$ cat src/hecc_pkg.sv
// types, constants and a parity function for the chunk hamming ecc block
package hecc_pkg;

	localparam int CHUNK_BYTES_DEF = 128;

	localparam int IN_DATA_W  = 32;
	localparam int OUT_DATA_W = 40;
	localparam int KIND_W     = 2;
	localparam int STATUS_W   = 2;

	// item kinds on the input side
	localparam logic [KIND_W-1:0] KIND_DATA  = 2'd0;
	localparam logic [KIND_W-1:0] KIND_GEN   = 2'd1;
	localparam logic [KIND_W-1:0] KIND_CHECK = 2'd2;

	// result status codes
	localparam logic [STATUS_W-1:0] STATUS_OK    = 2'd0;
	localparam logic [STATUS_W-1:0] STATUS_FIXED = 2'd1;
	localparam logic [STATUS_W-1:0] STATUS_FAIL  = 2'd2;

	localparam logic [6:0] START_COLUMN = 7'h77;
	localparam logic [6:0] START_LINE   = 7'h7F;
	localparam logic [6:0] COLUMN_MASK  = 7'h77;
	localparam logic [6:0] LINE_ALL     = 7'h7F;
	localparam logic [2:0] PAIR_ALL     = 3'h7;

	// bits of the byte feeding each column parity bit, bit 3 is never used
	localparam logic [7:0] COL_SEL [7] = '{8'h55, 8'h33, 8'h0F, 8'h00, 8'hAA, 8'hCC, 8'hF0};

	typedef struct packed {
		logic [STATUS_W-1:0] status;
		logic [7:0]          ecc_column;
		logic [7:0]          ecc_line_odd;
		logic [7:0]          ecc_line_even;
		logic [6:0]          fix_byte;
		logic [2:0]          fix_bit;
	} hecc_result_t;

	function automatic logic [6:0] column_bits(input logic [7:0] b);
		logic [6:0] m;
		m = '0;
		for (int i = 0; i < 7; i++) begin
			m[i] = ^(b & COL_SEL[i]);
		end
		return m;
	endfunction

endpackage

$ cat src/hamming_ecc_128_byte_chunk.sv
// top level of the chunk hamming ecc generator and checker
// Chunk hamming ECC, the three-byte code used on small-page flash cards, over up
// to CHUNK_BYTES bytes. Send the chunk's bytes as data items (tuser = data), then
// one end item: generate returns the three ecc bytes, check compares the stored
// ecc carried in tdata and returns ok, a single-bit fix (byte and bit to flip,
// with the repaired ecc) or failure. Either end item restarts the chunk;
// bytes past CHUNK_BYTES are dropped and kind 3 is ignored. One item is
// taken every cycle while the result side keeps up; an end item passes the
// input register, then the parity update and compare into the output
// register, from which its result is offered, and data items give no
// result. Back-pressure on the result side stalls the input register, and
// with it the input, only while the output register is still full.
module hamming_ecc_128_byte_chunk #(
	parameter int CHUNK_BYTES = hecc_pkg::CHUNK_BYTES_DEF
) (
	input  logic                            clk,
	input  logic                            arst_n,
	input  logic                            s_axis_tvalid,
	output logic                            s_axis_tready,
	// data_byte [7:0], stored_column [15:8], stored_line_odd [23:16],
	// stored_line_even [31:24]
	input  logic [hecc_pkg::IN_DATA_W-1:0]  s_axis_tdata,
	// kind [1:0]
	input  logic [hecc_pkg::KIND_W-1:0]     s_axis_tuser,
	output logic                            m_axis_tvalid,
	input  logic                            m_axis_tready,
	// ecc_column [7:0], ecc_line_odd [15:8], ecc_line_even [23:16],
	// fix_byte [30:24], fix_bit [33:31], zero [39:34]
	output logic [hecc_pkg::OUT_DATA_W-1:0] m_axis_tdata,
	// status [1:0]
	output logic [hecc_pkg::STATUS_W-1:0]   m_axis_tuser
);
	import hecc_pkg::*;

	localparam int CNT_W = $clog2(CHUNK_BYTES + 1);

	// input register
	logic                    valid_s1;
	logic [KIND_W-1:0]       kind_s1;
	logic [IN_DATA_W-1:0]    data_s1;

	// chunk state
	logic [6:0]              column_acc_q;
	logic [6:0]              line_odd_acc_q;
	logic [6:0]              line_even_acc_q;
	logic [CNT_W-1:0]        byte_count_q;

	// output register
	logic                    out_valid_q;
	hecc_result_t            out_q;

	logic                    out_free;
	logic                    advance;
	logic                    has_room;
	logic [6:0]              idx;
	logic [7:0]              byte_s1;
	hecc_result_t            result;

	assign out_free      = !out_valid_q || m_axis_tready;
	assign advance       = valid_s1 && out_free;
	assign s_axis_tready = !valid_s1 || out_free;

	assign byte_s1  = data_s1[7:0];
	assign has_room = byte_count_q < CNT_W'(CHUNK_BYTES);
	// count stays below 128 while bytes are still taken
	assign idx      = 7'(byte_count_q);

	hecc_eval #(
		.CHUNK_BYTES(CHUNK_BYTES)
	) u_eval (
		.kind             (kind_s1),
		.column_acc       (column_acc_q),
		.line_odd_acc     (line_odd_acc_q),
		.line_even_acc    (line_even_acc_q),
		.byte_count       (byte_count_q),
		.stored_column    (data_s1[15:8]),
		.stored_line_odd  (data_s1[23:16]),
		.stored_line_even (data_s1[31:24]),
		.result           (result)
	);

	// input register: takes a new item whenever it is empty or the output register has room
	always_ff @(posedge clk or negedge arst_n) begin
		if (!arst_n) begin
			valid_s1 <= 1'b0;
		end else if (s_axis_tready) begin
			valid_s1 <= s_axis_tvalid;
		end
	end

	always_ff @(posedge clk) begin
		if (s_axis_tready && s_axis_tvalid) begin
			kind_s1 <= s_axis_tuser;
			data_s1 <= s_axis_tdata;
		end
	end

	// accumulators and byte count, updated as the item leaves the input register
	always_ff @(posedge clk or negedge arst_n) begin
		if (!arst_n) begin
			column_acc_q    <= START_COLUMN;
			line_odd_acc_q  <= START_LINE;
			line_even_acc_q <= START_LINE;
			byte_count_q    <= '0;
		end else if (advance) begin
			unique case (kind_s1)
				KIND_DATA: begin
					if (has_room) begin
						column_acc_q <= column_acc_q ^ column_bits(byte_s1);
						if (^byte_s1) begin
							line_odd_acc_q  <= line_odd_acc_q ^ ~idx;
							line_even_acc_q <= line_even_acc_q ^ idx;
						end
						byte_count_q <= byte_count_q + CNT_W'(1);
					end
				end
				KIND_GEN, KIND_CHECK: begin
					column_acc_q    <= START_COLUMN;
					line_odd_acc_q  <= START_LINE;
					line_even_acc_q <= START_LINE;
					byte_count_q    <= '0;
				end
				default: begin
				end
			endcase
		end
	end

	// output register: loads on end items, empties when taken
	always_ff @(posedge clk or negedge arst_n) begin
		if (!arst_n) begin
			out_valid_q <= 1'b0;
		end else if (advance && (kind_s1 == KIND_GEN || kind_s1 == KIND_CHECK)) begin
			out_valid_q <= 1'b1;
		end else if (m_axis_tready) begin
			out_valid_q <= 1'b0;
		end
	end

	always_ff @(posedge clk) begin
		if (advance && (kind_s1 == KIND_GEN || kind_s1 == KIND_CHECK)) begin
			out_q <= result;
		end
	end

	assign m_axis_tvalid = out_valid_q;
	assign m_axis_tuser  = out_q.status;
	assign m_axis_tdata  = {6'd0, out_q.fix_bit, out_q.fix_byte, out_q.ecc_line_even,
		out_q.ecc_line_odd, out_q.ecc_column};

endmodule

$ cat src/hecc_eval.sv
// end-of-chunk result: ecc output on generate, compare and locate on check
module hecc_eval #(
	parameter int CHUNK_BYTES = hecc_pkg::CHUNK_BYTES_DEF
) (
	input  logic [hecc_pkg::KIND_W-1:0]        kind,
	input  logic [6:0]                         column_acc,
	input  logic [6:0]                         line_odd_acc,
	input  logic [6:0]                         line_even_acc,
	input  logic [$clog2(CHUNK_BYTES+1)-1:0]   byte_count,
	input  logic [7:0]                         stored_column,
	input  logic [7:0]                         stored_line_odd,
	input  logic [7:0]                         stored_line_even,
	output hecc_pkg::hecc_result_t             result
);
	import hecc_pkg::*;

	logic [6:0] col_diff;
	logic [6:0] odd_diff;
	logic [6:0] even_diff;
	logic       any_diff;
	logic       single;

	assign col_diff  = (column_acc ^ stored_column[6:0]) & COLUMN_MASK;
	assign odd_diff  = line_odd_acc ^ stored_line_odd[6:0];
	assign even_diff = line_even_acc ^ stored_line_even[6:0];
	assign any_diff  = (col_diff != '0) || (odd_diff != '0) || (even_diff != '0);

	// complement-pair test plus position inside the received bytes
	assign single = ((odd_diff ^ even_diff) == LINE_ALL)
		&& ((col_diff[6:4] ^ col_diff[2:0]) == PAIR_ALL)
		&& (8'(even_diff) < 8'(byte_count));

	always_comb begin
		result = '0;
		if (kind == KIND_GEN) begin
			result.ecc_column    = {1'b0, column_acc};
			result.ecc_line_odd  = {1'b0, line_odd_acc};
			result.ecc_line_even = {1'b0, line_even_acc};
		end else begin
			result.ecc_column    = stored_column;
			result.ecc_line_odd  = stored_line_odd;
			result.ecc_line_even = stored_line_even;
			if (any_diff && single) begin
				result.status        = STATUS_FIXED;
				result.ecc_column    = {1'b0, stored_column[6:0] & COLUMN_MASK};
				result.ecc_line_odd  = {1'b0, stored_line_odd[6:0]};
				result.ecc_line_even = {1'b0, stored_line_even[6:0]};
				result.fix_byte      = even_diff;
				result.fix_bit       = col_diff[6:4];
			end else if (any_diff) begin
				result.status = STATUS_FAIL;
			end
		end
	end

endmodule

$ cat config.mk
export PLATFORM = sky130hd
export DESIGN_NAME = hamming_ecc_128_byte_chunk
export DESIGN_NICKNAME = d
export VERILOG_FILES = /design/src/hecc_pkg.sv /design/src/hamming_ecc_128_byte_chunk.sv /design/src/hecc_eval.sv
export SDC_FILE = /design/constraint.sdc
export NUM_CORES = 1
export LEC_CHECK = 0
export BUFFER_PORTS_ARGS = -buffer_cell sky130_fd_sc_hd__buf_2
export CAP_MARGIN = 20
export CORE_UTILIZATION = 50
export CTS_CLUSTER_SIZE = 8
export DETAILED_ROUTE_END_ITERATION = 10
export PLACE_DENSITY_LB_ADDON = 0.08
export SETUP_SLACK_MARGIN = 0.3
export SYNTH_ARGS = -nofsm -noshare
export SYNTH_HDL_FRONTEND = slang
export SYNTH_SLANG_ARGS = --single-unit
$ cat constraint.sdc
create_clock -name clk -period 3.32 [get_ports clk]
set_input_delay 0.166 -clock clk [delete_from_list [all_inputs] [get_ports clk]]
set_output_delay 0.166 -clock clk [all_outputs]
set_load 0.02 [all_outputs]
==> reports/metrics.yaml <==
status: "complete, but fails checks"
violations: "DRC"
grt_usage_pct: 20.71
grt_pass1_wl_mm: 15.19
dp_hpwl_mm: 6.053
synth_warnings: 0
final-seq-area_um2: 2878
p_per_area_nw_per_um2: 645.1
worst_ir_drop_vdd_mv: 0.3357
seq_area_frac_synth_pct: 61.98
vias_per_cell: 5.356
cts_sinks: 100
ys.flop_type: "edfxtp_1"
grt_max_degree: 35
post-route-period-util_pct: 81.85
wl_per_cell_um: 16.30
ff2ff_path_depth: 7
num_antenna_cells: 0
core_um2: 8848
critPathKind: "reg -> reg"
tightest_slew_ns: 0.7188
final_layout_size_suffix_gt1_share_pct: 31.53
start_util_pct: 52.47
ys_types: 44
grt_pass1_vias: 3005
wl_mm: 9.305
port_buffers: 75
io_pins: 82
multi_input_area_um2: 1637
fill_cells: 685
ys_ff_latch: 100
clkSlewWorstSetupHoldPaths_ns: 0.10
timing.hold.ws_ns: 0.1102
crit_fanout: 16
place_congestion: 0.8135
final_net_count: 505
slew_headroom_pct: 52.08
fin_crit_ns: 2.718
clock_skew_ns: 0.01322
fmax_mhz: 368.0
htreeDepth: 3
dieWidth_um: 98.37
drtIter0Drc: 142
area_growth_pct: 22.64
crit_required_ns: 3.45
cts_tree: "done"
num_rows: 34
ant_nets: 0
clk_path_buf_depth: 2
netlist_area_um2: 4643
tns_ns: 0
drc: 4
leakagePower_nw: 2.157
cts_buffers: 9
cts_root_buf: "clkbuf_8"
syn_inst: 345
die_area_um2: 9676
maxCapViolations: 0
setup_viol: 0
antenna_found_initial: 0
die_y_um: 98.37
ys_async_sr_fraction_pct: 30.00
worst_setup_path_end_kind: "flop"
worstHoldPathCells: 3
cp-start-kind: "flop"
clk_latency_ns: 0.37
synth_edf_count: 70
hold_violations: 0
drv_slew: 0
rsz0062_at_grt: "false"
hold_class: "in -> reg"
via_count: 3058
cp.arrival_ns: 2.85
grt_overflow: 0
syn_area_per_cell_um2: 13.46
first_pass_iters: 10
synth_stat cells, drive strengths merged (3+ instances only):
| cell type | count | share of area [%] |
|---|---|---|
| mux2 | 20 | 4.9 |
| nand4 | 8 | 1.1 |
| nor3b | 5 | 1.2 |
| nor2 | 12 | 0.97 |
| xnor2 | 40 | 7.9 |
| nand3 | 7 | 0.75 |
| o31ai | 22 | 3.6 |
| buf | 9 | 1.4 |
| nor3 | 8 | 0.86 |
| o21ai | 9 | 0.97 |
| nand2 | 11 | 0.89 |
| edfxtp | 70 | 45 |
| a21oi | 17 | 1.8 |
| or3 | 6 | 0.81 |
| ha | 9 | 2.4 |
| xor2 | 10 | 1.9 |
| dfstp | 20 | 11 |
| a31oi | 3 | 0.40 |
| and3b | 4 | 0.75 |
| dfrtp | 10 | 5.4 |
| inv | 11 | 0.89 |
| clkbuf | 12 | 0.97 |
| and2 | 3 | 0.40 |
placed cells by master (no fill, tap or decap), types with 12 or more instances in the layout:
cell type and instances:
mux2_2 20, edfxtp_1 70, dfstp_2 20, nor2_1 12, a21oi_1 17, o31ai_1 22, xnor2_1 38, buf_2 75
dlygate4sd3_1 36
cell type report:
type,instances,share of cell area (%)
inverters,11,0.7251
repair buffers,118,13.84
clock inverters,6,1.165
well taps,108,2.373
clock buffers,10,2.615
flip-flops and latches,100,50.54
multi-input cells,218,28.74
per-layer routing:
layer	track usage, %	share of wire [%]	vias to the layer above
met3	4.581	3.8	14
met1	27.36	46	1462
met4	7.577	1.8	0
met2	33.75	48	86
met5	0	0	-
li1	-	-	1496
power breakdown:
group          internal (W)  total, W  switching (W)
registers           0.00163   0.00181       0.000183
clock network      0.000400  0.000826       0.000427
logic              0.000456   0.00103       0.000577
worst max-delay path, stage by stage (launching register included):
cell and delay [ns]:
dfstp_2 0.57, xor2_1 0.39, ha_1 0.33, a21o_1 0.18
a21oi_1 0.14, o211ai_1 0.09, or4_4 0.54, and3b_1 0.23
path summary, 6_finish.rpt:
check | startpoint | end | slack, ns
setup / recovery | line_even_acc_q[5] | m_axis_tdata[15] | 0.60
hold / removal | m_axis_tready | valid_s1 | 0.11
setup reg to reg | line_even_acc_q[5] | m_axis_tdata[15] | 0.60
hold reg to reg | line_odd_acc_q[3] | line_odd_acc_q[3] | 0.51
max in group asynchronous | arst_n | byte_count_q[2] | 2.46
min in group asynchronous | arst_n | m_axis_tvalid | 0.39
kinds of logic after synthesis:
kind of cell,share of synthesized area [%]
other cells,0.08076
buf+inv,3.260
mux,4.851
fa+ha+maj,2.425
flops,61.98
xor+xnor,9.755
compound gates,8.300
simple gates,9.351
timing repair:
action                     4_1_cts  5_1_grt
setup endpoints to repair        0        5
setup buffers                    0        0
resized for setup                0        1
hold endpoints to repair        45        0
hold buffers                    36        0
through the flow:
stage	utilization, %	setup WS (ns)	area [µm²]	total power (W)	std cells
floorplan	-	0.8416	4662	0.002543	350
global placement	57.72	0.4757	5107	0.002814	518
detailed placement	57.72	0.4226	5107	0.002827	518
CTS	64.23	0.4038	5683	0.003685	570
global route	64.35	0.4982	5694	0.003883	571
finish	64.35	0.6025	5694	0.003673	571
registers in the layout, indices dropped and copies added, names as in the netlist:
register	cells
data_s1	32
kind_s1	2
line_even_acc_q	7
valid_s1	1
byte_count_q	8
line_odd_acc_q	7
m_axis_tuser	2
m_axis_tvalid	1
m_axis_tdata	34
column_acc_q	6
Note: power is estimated with default switching activity, not from simulation.
